<file path="config.mk">
export PLATFORM = sky130hd
export DESIGN_NAME = y2r_color_flat
export DESIGN_NICKNAME = d
export VERILOG_FILES = /design/src/sv/y2r_pkg.sv /design/src/sv/y2r_pix_if.sv /design/src/sv/y2r_color.sv /design/src/flat_wrapper.sv
export SDC_FILE = /design/constraint.sdc
export NUM_CORES = 1
export LEC_CHECK = 0
export CAP_MARGIN = 20
export CORE_ASPECT_RATIO = 1.75
export CORE_MARGIN = 8
export CORE_UTILIZATION = 62
export CTS_CLUSTER_SIZE = 28
export DETAILED_ROUTE_END_ITERATION = 8
export DONT_BUFFER_PORTS = 1
export PLACE_DENSITY = 0.85
export RECOVER_POWER = 25
export SLEW_MARGIN = 20
export SYNTH_ARGS = -nofsm -noshare
export SYNTH_HDL_FRONTEND = slang
export SYNTH_SLANG_ARGS = --single-unit
</file>
<file path="constraint.sdc">
create_clock -name clk -period 6.51 [get_ports clk]
set_clock_uncertainty 0.15 [all_clocks]
set_input_delay 0.3255 -clock clk [delete_from_list [all_inputs] [get_ports clk]]
set_output_delay 0.3255 -clock clk [all_outputs]
set_load 0.01 [all_outputs]
</file>
<file path="src/sv/y2r_pkg.sv">
`timescale 1ns / 1ps
// ----------------------------------------------------------------------------
// y2r_pkg
// Shared widths, coefficients, types and helper functions of the converter.
// ----------------------------------------------------------------------------
package y2r_pkg;

    localparam int MAX_LINE_WIDTH = 4096;
    localparam int STORE_DEPTH    = MAX_LINE_WIDTH / 2;
    localparam int SLOT_W         = $clog2(STORE_DEPTH);
    localparam int COL_W          = $clog2(MAX_LINE_WIDTH);
    localparam int WIDTH_W        = 13;
    localparam int PAIR_W         = 16;
    localparam int PROD_W         = 28;

    localparam logic [WIDTH_W-1:0] RESET_LAST_COL = 13'd639;

    localparam int K_LUMA   = 76283;
    localparam int K_C2_B0  = 132252;
    localparam int K_C1_B1  = 53281;
    localparam int K_C2_B1  = 25625;
    localparam int K_C1_B2  = 104595;
    localparam int LUMA_OFS = 16;

    typedef struct packed {
        logic [7:0] luma;
        logic [7:0] c1;
        logic [7:0] c2;
        logic       last;
    } y2r_pixel_t;

    // Last column index of a line for a given register value.
    function automatic logic [WIDTH_W-1:0] last_column(input logic [WIDTH_W-1:0] v);
        logic [WIDTH_W-1:0] w;
        begin
            if (v < WIDTH_W'(2))
            begin
                w = WIDTH_W'(2);
            end
            else if (v > WIDTH_W'(MAX_LINE_WIDTH))
            begin
                w = WIDTH_W'(MAX_LINE_WIDTH);
            end
            else
            begin
                w = {v[WIDTH_W-1:1], 1'b0};
            end
            last_column = w - WIDTH_W'(1);
        end
    endfunction

    // Floor shift by 16 and saturate to one byte.
    function automatic logic [7:0] shift_clamp(input logic signed [PROD_W-1:0] s);
        logic [PROD_W-17:0] sh;
        begin
            sh = s[PROD_W-1:16];
            if (sh[PROD_W-17])
            begin
                shift_clamp = 8'd0;
            end
            else if (sh[PROD_W-18:8] != '0)
            begin
                shift_clamp = 8'd255;
            end
            else
            begin
                shift_clamp = sh[7:0];
            end
        end
    endfunction

endpackage

</file>
<file path="src/sv/y2r_pix_if.sv">


// ----------------------------------------------------------------------------
// y2r_rgb_if
// Output channel: three color bytes and the end-of-line flag per item.
// ----------------------------------------------------------------------------
interface y2r_rgb_if;
    logic       valid;
    logic       ready;
    logic [7:0] out_byte0;
    logic [7:0] out_byte1;
    logic [7:0] out_byte2;
    logic       line_end;

    modport source (output valid, output out_byte0, output out_byte1,
                    output out_byte2, output line_end, input ready);
    modport sink   (input valid, input out_byte0, input out_byte1,
                    input out_byte2, input line_end, output ready);
endinterface


</file>
<file path="src/sv/y2r_color.sv">
`timescale 1ns / 1ps
// ----------------------------------------------------------------------------
// y2r_color
// Two-stage color matrix: registered products, then sum, shift and clamp
// into the output register.
// ----------------------------------------------------------------------------
module y2r_color (
    input  logic                clk,
    input  logic                rst_n,
    input  logic                in_valid,
    output logic                in_ready,
    input  y2r_pkg::y2r_pixel_t px,
    y2r_rgb_if.source           rgb
);

    localparam int PW = y2r_pkg::PROD_W;

    logic signed [PW-1:0] yd, c1d, c2d;
    logic signed [PW-1:0] p_y_reg, p_b0_reg, p_b1a_reg, p_b1b_reg, p_b2_reg;
    logic signed [PW-1:0] sum0, sum1, sum2;
    logic                 last_a_reg;
    logic                 va_reg, va_next;
    logic                 ov_reg, ov_next;
    logic [7:0]           b0_reg, b1_reg, b2_reg;
    logic                 le_reg;
    logic                 en_a, en_b;

    assign en_b     = !ov_reg || rgb.ready;
    assign en_a     = !va_reg || en_b;
    assign in_ready = en_a;

    assign yd  = PW'($signed({1'b0, px.luma})) - PW'(y2r_pkg::LUMA_OFS);
    assign c1d = PW'($signed({~px.c1[7], px.c1[6:0]}));
    assign c2d = PW'($signed({~px.c2[7], px.c2[6:0]}));

    assign sum0 = p_y_reg + p_b0_reg;
    assign sum1 = p_y_reg - p_b1a_reg - p_b1b_reg;
    assign sum2 = p_y_reg + p_b2_reg;

    assign va_next = en_a ? in_valid : va_reg;
    assign ov_next = en_b ? va_reg : ov_reg;

    always_ff @(posedge clk or negedge rst_n)
    begin
        if (!rst_n)
        begin
            va_reg <= 1'b0;
            ov_reg <= 1'b0;
        end
        else
        begin
            va_reg <= va_next;
            ov_reg <= ov_next;
        end
    end

    always_ff @(posedge clk)
    begin
        if (en_a)
        begin
            p_y_reg    <= yd * PW'(y2r_pkg::K_LUMA);
            p_b0_reg   <= c2d * PW'(y2r_pkg::K_C2_B0);
            p_b1a_reg  <= c1d * PW'(y2r_pkg::K_C1_B1);
            p_b1b_reg  <= c2d * PW'(y2r_pkg::K_C2_B1);
            p_b2_reg   <= c1d * PW'(y2r_pkg::K_C1_B2);
            last_a_reg <= px.last;
        end
        if (en_b)
        begin
            b0_reg <= y2r_pkg::shift_clamp(sum0);
            b1_reg <= y2r_pkg::shift_clamp(sum1);
            b2_reg <= y2r_pkg::shift_clamp(sum2);
            le_reg <= last_a_reg;
        end
    end

    assign rgb.valid     = ov_reg;
    assign rgb.out_byte0 = b0_reg;
    assign rgb.out_byte1 = b1_reg;
    assign rgb.out_byte2 = b2_reg;
    assign rgb.line_end  = le_reg;

endmodule

</file>
<file path="src/flat_wrapper.sv">
// flat-port wrapper written by rule: the top's interface ports become plain ports
module y2r_color_flat 
  (clk, rst_n, in_valid, in_ready, px, rgb_valid, rgb_out_byte0, rgb_out_byte1, rgb_out_byte2, rgb_line_end, rgb_ready);
  y2r_rgb_if rgb_i ();
  input  logic clk;
  input  logic rst_n;
  input  logic in_valid;
  output logic in_ready;
  input  y2r_pkg::y2r_pixel_t px;
  output wire logic [$bits(rgb_i.valid)-1:0] rgb_valid;
  output wire logic [$bits(rgb_i.out_byte0)-1:0] rgb_out_byte0;
  output wire logic [$bits(rgb_i.out_byte1)-1:0] rgb_out_byte1;
  output wire logic [$bits(rgb_i.out_byte2)-1:0] rgb_out_byte2;
  output wire logic [$bits(rgb_i.line_end)-1:0] rgb_line_end;
  input wire logic [$bits(rgb_i.ready)-1:0] rgb_ready;
  assign rgb_valid = rgb_i.valid;
  assign rgb_out_byte0 = rgb_i.out_byte0;
  assign rgb_out_byte1 = rgb_i.out_byte1;
  assign rgb_out_byte2 = rgb_i.out_byte2;
  assign rgb_line_end = rgb_i.line_end;
  assign rgb_i.ready = rgb_ready;
  y2r_color u_core (.clk(clk), .rst_n(rst_n), .in_valid(in_valid), .in_ready(in_ready), .px(px), .rgb(rgb_i));
endmodule
</file>
==> results of run 1 <==
power groups by stage:
stage | logic [µW] | clock network [µW] | registers (µW)
final | 5770 | 1010 | 2110
after detailed placement | 5600 | 0 | 2120
after CTS | 5720 | 1010 | 2100
after global placement | 5360 | 0 | 2110
after global routing | 6470 | 1040 | 2130
after floorplan | 4440 | 0 | 1900
cell usage in the layout (no fill, tap or decap), drive strengths merged, types with 21 or more instances in the layout:
cell type / synthesis / final
nor2: 68 / 68
o21ai: 41 / 41
nor3: 29 / 29
a21o: 47 / 47
ha: 382 / 382
and3: 21 / 21
o21a: 37 / 37
xor2: 36 / 36
xnor2: 73 / 73
edfxtp: 152 / 152
nand2: 59 / 59
fa: 125 / 125
inv: 301 / 307
a21oi: 94 / 94
nand3: 22 / 22
per-stage QoR:
| step | hold slack, ps | std cells | worst slack (ps) |
|---|---|---|---|
| final | -33.37 | 2103 | 1239 |
| after global routing | -37.96 | 2103 | 932.8 |
| after detailed placement | -120.0 | 2056 | 768.4 |
| after CTS | 14.09 | 2103 | 1218 |
| after floorplan | -120.1 | 1679 | 1066 |
| after global placement | -120.0 | 2056 | 879.5 |
cell families after synthesis:
logic type	Yosys count
muxes	1
buffers and inverters	301
AOI/OAI and AO/OA	321
adders and majority gates	507
DFF	154
and+or+nand+nor	286
xor gates and xnor gates	109
path summary, 6_finish.rpt:
check | to | startpoint | cells after the start | slack [ps]
worst max register to register | u_core.rgb.out_byte1[2] | u_core.p_y_reg[14] | 11 | 2200
max in group asynchronous | u_core.rgb.valid | rst_n | 2 | 5590
worst min-delay path | u_core.last_a_reg | rgb_ready | 1 | -30
worst max-delay path | u_core.p_y_reg[24] | px[23] | 18 | 1240
min in group asynchronous | u_core.va_reg | rst_n | 2 | 500
worst min register to register | u_core.rgb.line_end | u_core.last_a_reg | 0 | 270
synthesized netlist by cell type, drive strengths merged (5+ instances only):
cell type / n / share of area
o21bai: 12 / 0.0051
nand2: 59 / 0.013
or2: 9 / 0.0032
a31oi: 8 / 0.0032
nand3: 22 / 0.0062
nor2: 68 / 0.014
nor3: 29 / 0.0082
nor2b: 16 / 0.0057
a21oi: 94 / 0.027
o21ai: 41 / 0.012
inv: 301 / 0.064
fa: 125 / 0.14
xor2: 36 / 0.018
a211o: 6 / 0.0030
xnor2: 73 / 0.037
o21a: 37 / 0.016
a21o: 47 / 0.020
or3: 12 / 0.0043
edfxtp: 152 / 0.26
a211oi: 18 / 0.0082
ha: 382 / 0.27
nand4: 5 / 0.0018
and2: 6 / 0.0021
nand2b: 19 / 0.0067
o211ai: 13 / 0.0058
and3: 21 / 0.0074
a31o: 6 / 0.0035
cell type report:
cell class	count	area, µm²	area share
Clock inverter	15	163.9	0.008680
Inverter	301	1130	0.05983
Tap cell	373	466.7	0.02472
Clock buffer	17	425.4	0.02253
Timing Repair Buffer	19	177.7	0.009409
Sequential cell	154	4614	0.2444
Multi-Input combinational cell	1224	11910	0.6305
per-layer routing:
layer	up-vias	track usage	share of wire
met4	0	0.2078	0.088
met5	-	0	0
met2	394	0.4627	0.52
met1	6072	0.2480	0.35
li1	5960	-	-
met3	182	0.04207	0.046
==> results_dict.tcl, run 1 <==
set metrics [dict create \
    status "finished, violations left" \
    violations "negative hold slack, max-capacitance violations, max-slew violations" \
    initial_core_util 0.6310 \
    nets 2253 \
    core.rowCount 81 \
    worst_setup_path_end_kind "flip-flop" \
    avgRoutedWirePerCell_um 19.92 \
    gp_routability_congestion 0.9734 \
    firstDrtPassIters 5 \
    htreeDepth 4 \
    p_total_uw 8893 \
    synth_compound_area_frac 0.1244 \
    ys.flop_type "edfxtp_1" \
    cts.sinks 154 \
    grt_start_max_net_pins 129 \
    holdWs_ps -33.37 \
    power_frac_seq 0.237 \
    hold_viol 1 \
    io_pins 56 \
    start_kind "input pin" \
    die_w_um 143.5 \
    cpLargestDelayFamily "adder cells" \
    synth-edff-count 152 \
    synth_top_family_by_area "adder cells" \
    slowest_delay_ps 580 \
    routed_wl_mm 41.90 \
    pwr-share-clk 0.113 \
    area_growth_pct 6.990 \
    cts_buffers 17 \
    die_h_um 239.2 \
    ys_warn_count 0 \
    rsz0062_at_grt "false" \
    fp.coreArea_um2 27970 \
    drv_cap 1 \
    fin_crit_ps 5271 \
    cts_resized 0 \
    cp.required_ps 6550 \
    fin_util 0.6751 \
    synthXorXnorAreaFrac 0.05452 \
    yosys.area_share.simple 0.08238 \
    syn_nets 2215 \
    ys_types 74 \
    postSynthAreaPerCell_um2 10.51 \
    crit_fanout 6 \
    hold_buffers 15 \
    fmax_mhz 189.7 \
    peakVddDrop_v 0.0002532 \
    worst-setup-path-type "in2reg" \
    pwr-share-comb 0.649 \
    dieArea_um2 34330 \
    vias 12610 \
    switchingPower_uw 4066 \
    slew_headroom -1.146 \
    synth_fa_ha_area_frac 0.4126 \
    hold_path_class "in2reg" \
    worstPathArrival_ps 5310 \
    cp_cell_sequence "nor3_1 -> xor2_1 -> ha_1 -> fa_1 -> inv_1 -> fa_1 -> inv_1 -> fa_1 -> ha_1 -> ha_1 -> a21oi_1 -> nor2b_1 -> or4_1 -> o211ai_1 -> a31oi_1 -> o21ai_0 -> nand2b_1 -> xor2_1" \
    grt.total_usage 0.2550 \
    slew_violations 128 \
    ys_seq_elements 154 \
    worst_slew_pin_slew_ps 3219 \
    nFillCells 2065 \
    tritoncts "yes" \
    grt_first_pass_wirelength_mm 66.81 \
    synthMuxAreaShare 0.0006380 \
    leakage_uw 0.009464 \
    swShare 0.4573 \
    drtIter0Drc 598 \
    grt_overflow 0 \
    hpwl_mm 33.65 \
    n_antenna_cell 0 \
    portBuffers 0 \
    detail_route.vias_per_cell 5.995 \
    remaining_drc_errors 0 \
    fin_area_um2 18880 \
    synthArstFlopShare 0.01299 \
    drive_gt1_frac 0.03699 \
    cp_num_buf_inv 2 \
    antenna_found_initial 0 \
    path_clk_slew_ps 60 \
    synthCells 1679 \
    fin_crit_sh 0.8096 \
    root_buffer "clkbuf_16" \
    powerDensity_nw_per_um2 470.9 \
    power.internal_uw 4826 \
    setup_viol 0 \
    clockBufferDepth 2 \
    syn_area_um2 17650 \
    cts_setup_buffers 0 \
    finalSetupTns_ps 0 \
    antenna_left 0 \
    grt_pass1_vias 13320 \
    cp_slowest_cell "xor2_1" \
    dpl_cell_area_um2 18160 \
    synth.yosys.seq_area_share 0.2614 \
    insertion_delay_ps 450 \
    largest_register_ffs 28 \
]
Power figures use the tool's default switching activity.
==> run 2: changes to the inputs <==
--- a/config.mk
+++ b/config.mk
@@ -8,11 +8,11 @@
 export CAP_MARGIN = 20
 export CORE_ASPECT_RATIO = 1.75
 export CORE_MARGIN = 8
-export CORE_UTILIZATION = 62
+export CORE_UTILIZATION = 60
 export CTS_CLUSTER_SIZE = 28
 export DETAILED_ROUTE_END_ITERATION = 8
 export DONT_BUFFER_PORTS = 1
-export PLACE_DENSITY = 0.85
+export PLACE_DENSITY = 0.86
 export RECOVER_POWER = 25
 export SLEW_MARGIN = 20
 export SYNTH_ARGS = -nofsm -noshare
==> constraint.sdc (replaced) <==
create_clock -name clk -period 4.5 [get_ports clk]
set_clock_uncertainty 0.15 [all_clocks]
set_input_delay 0.225 -clock clk [delete_from_list [all_inputs] [get_ports clk]]
set_output_delay 0.225 -clock clk [all_outputs]
set_load 0.01 [all_outputs]
==> results_dict.tcl, run 2 (synthesized netlist as in run 1, its figures left out) <==
set metrics [dict create \
    status "finished, violations left" \
    violations "negative setup slack" \
    remaining_drc_errors 0 \
    grt_pass1_vias 13880 \
    pwr-share-clk 0.104 \
    fin_util 0.6803 \
    io_pins 56 \
    grt_overflow 0 \
    root_buffer "clkbuf_16" \
    drive_gt1_frac 0.1056 \
    portBuffers 0 \
    slowest_delay_ps 550 \
    largest_register_ffs 28 \
    tritoncts "yes" \
    detail_route.vias_per_cell 5.900 \
    layout_common_cells "ha_1, inv_1, edfxtp_1" \
    grt.total_usage 0.2500 \
    path_clk_slew_ps 70 \
    hpwl_mm 34.98 \
    cp.required_ps 4550 \
    powerDensity_nw_per_um2 693.5 \
    worst_slew_pin_slew_ps 880.9 \
    slew_headroom 0.4127 \
    pwr-share-comb 0.676 \
    worst_setup_path_end_kind "flip-flop" \
    die_h_um 242.9 \
    fmax_mhz 220.2 \
    gp_routability_congestion 0.9536 \
    rsz0062_at_grt "true" \
    drv_cap 0 \
    area_growth_pct 12.48 \
    crit_top_cell "ha_4" \
    n_antenna_cell 0 \
    die_w_um 145.7 \
    vias 12930 \
    setup_viol 2 \
    antenna_found_initial 0 \
    fin_crit_sh 1.009 \
    core.rowCount 83 \
    power.internal_uw 7599 \
    holdWs_ps 83.64 \
    layout_commonest_cell "ha_1" \
    cp_cell_sequence "clkinvlp_4 -> ha_4 -> xor2_4 -> fa_2 -> fa_1 -> inv_2 -> fa_1 -> inv_2 -> fa_2 -> ha_4 -> ha_4 -> a21oi_2 -> nor2b_1 -> or4_4 -> o211ai_1 -> nand2_1 -> o21a_1 -> nor2_2 -> xnor2_1" \
    firstDrtPassIters 6 \
    dieArea_um2 35380 \
    crit_fanout 5 \
    power_frac_seq 0.221 \
    swShare 0.4480 \
    grt_first_pass_wirelength_mm 69.23 \
    slew_violations 0 \
    grt_start_max_net_pins 123 \
    initial_core_util 0.6048 \
    fin_crit_ps 4541 \
    peakVddDrop_v 0.0004784 \
    avgRoutedWirePerCell_um 19.89 \
    worstPathArrival_ps 4590 \
    insertion_delay_ps 450 \
    clockBufferDepth 2 \
    start_kind "input pin" \
    leakage_uw 0.009847 \
    antenna_left 0 \
    switchingPower_uw 6168 \
    layout_setup_ws_ps -40.61 \
    routed_wl_mm 43.58 \
    drtIter0Drc 845 \
    hold_viol 0 \
    cp_slowest_cell "fa_2" \
    fp.coreArea_um2 29180 \
    nets 2332 \
    worst-setup-path-type "in2reg" \
    cts_buffers 17 \
    cts.sinks 154 \
    hold_path_class "in2reg" \
    htreeDepth 4 \
]
[run 2: changes by cell type in the layout (fill, tap and decap cells not counted), moves of 3 or more]
cell / before / now
fa_2: 0 / 5
inv_6: 5 / 8
inv_2: 0 / 7
dlygate4sd3_1: 15 / 19
ha_1: 382 / 365
fa_1: 125 / 120
ha_4: 0 / 16
a21oi_1: 92 / 87
buf_4: 3 / 75
o21ai_0: 34 / 30
a21oi_2: 2 / 7
clkinv_4: 3 / 0
o21ai_2: 1 / 4
inv_1: 301 / 291
[run 2: critical path, delay by kind of cell]
kind / cells / cell delay [ps]
buffers and inverters: 3 / 160
adders and majority gates: 7 / 2490
xor gates and xnor gates: 2 / 280
AOI/OAI and AO/OA: 3 / 580
and+or+nand+nor: 4 / 860
[run 2: power groups by stage]
| stage | clock network [µW] | registers (µW) | logic [µW] |
|---|---|---|---|
| 2_1_floorplan | 0 | 2760 | 6750 |
| 3_3_place_gp | 0 | 3040 | 8510 |
| 3_5_place_dp | 0 | 3060 | 8970 |
| 4_1_cts | 1440 | 3040 | 9160 |
| 5_1_grt | 1500 | 3070 | 10400 |
| 6_report | 1430 | 3040 | 9300 |
[run 2: what timing repair did]
item                       CTS  global route
hold endpoints to repair    21             0
pin swaps                    8            20
resized for setup            4            18
setup buffers                2             2
hold buffers                19             0
setup endpoints to repair    4            12
[run 2: metrics by stage]
stage	cell area [µm²]	total power, µW	TNS [ps]	setup slack, ps	std cells
3_3_place_gp	18980	11550	-4177	-450.3	2136
4_1_cts	19780	13640	-37.24	-31.03	2189
2_1_floorplan	17930	9502	-49970	-377.7	1679
6_report	19850	13770	-72.52	-40.61	2191
5_1_grt	19850	14930	-1109	-217.2	2191
3_5_place_dp	18980	12030	-5625	-527.8	2136
[run 2: path summary, 6_finish.rpt]
kind	startpoint	slack (ps)	to	cells past startpoint
setup / recovery	px[21]	-40	u_core.p_y_reg[20]	19
hold / removal	px[19]	80	u_core.p_y_reg[2]	2
setup reg to reg	u_core.p_y_reg[14]	280	u_core.rgb.out_byte1[6]	11
hold reg to reg	u_core.last_a_reg	270	u_core.rgb.line_end	0
max in group asynchronous	rst_n	3700	u_core.va_reg	2
min in group asynchronous	rst_n	380	u_core.rgb.valid	2
[run 2: cell type report]
class                   count  area, µm²
well taps                 382      478.0
fillers                  2032       9330
flip-flops and latches    154       4614
multi-input cells        1224      12250
repair buffers             98      792.0
clock inverters            15      150.1
clock buffers              17      425.4
inverters                 301       1139
[run 2: layer usage]
layer	routed length [µm]	track usage
met1	14630	0.2340
met4	3799	0.2076
met5	0	0
met2	22960	0.4641
met3	2200	0.04415
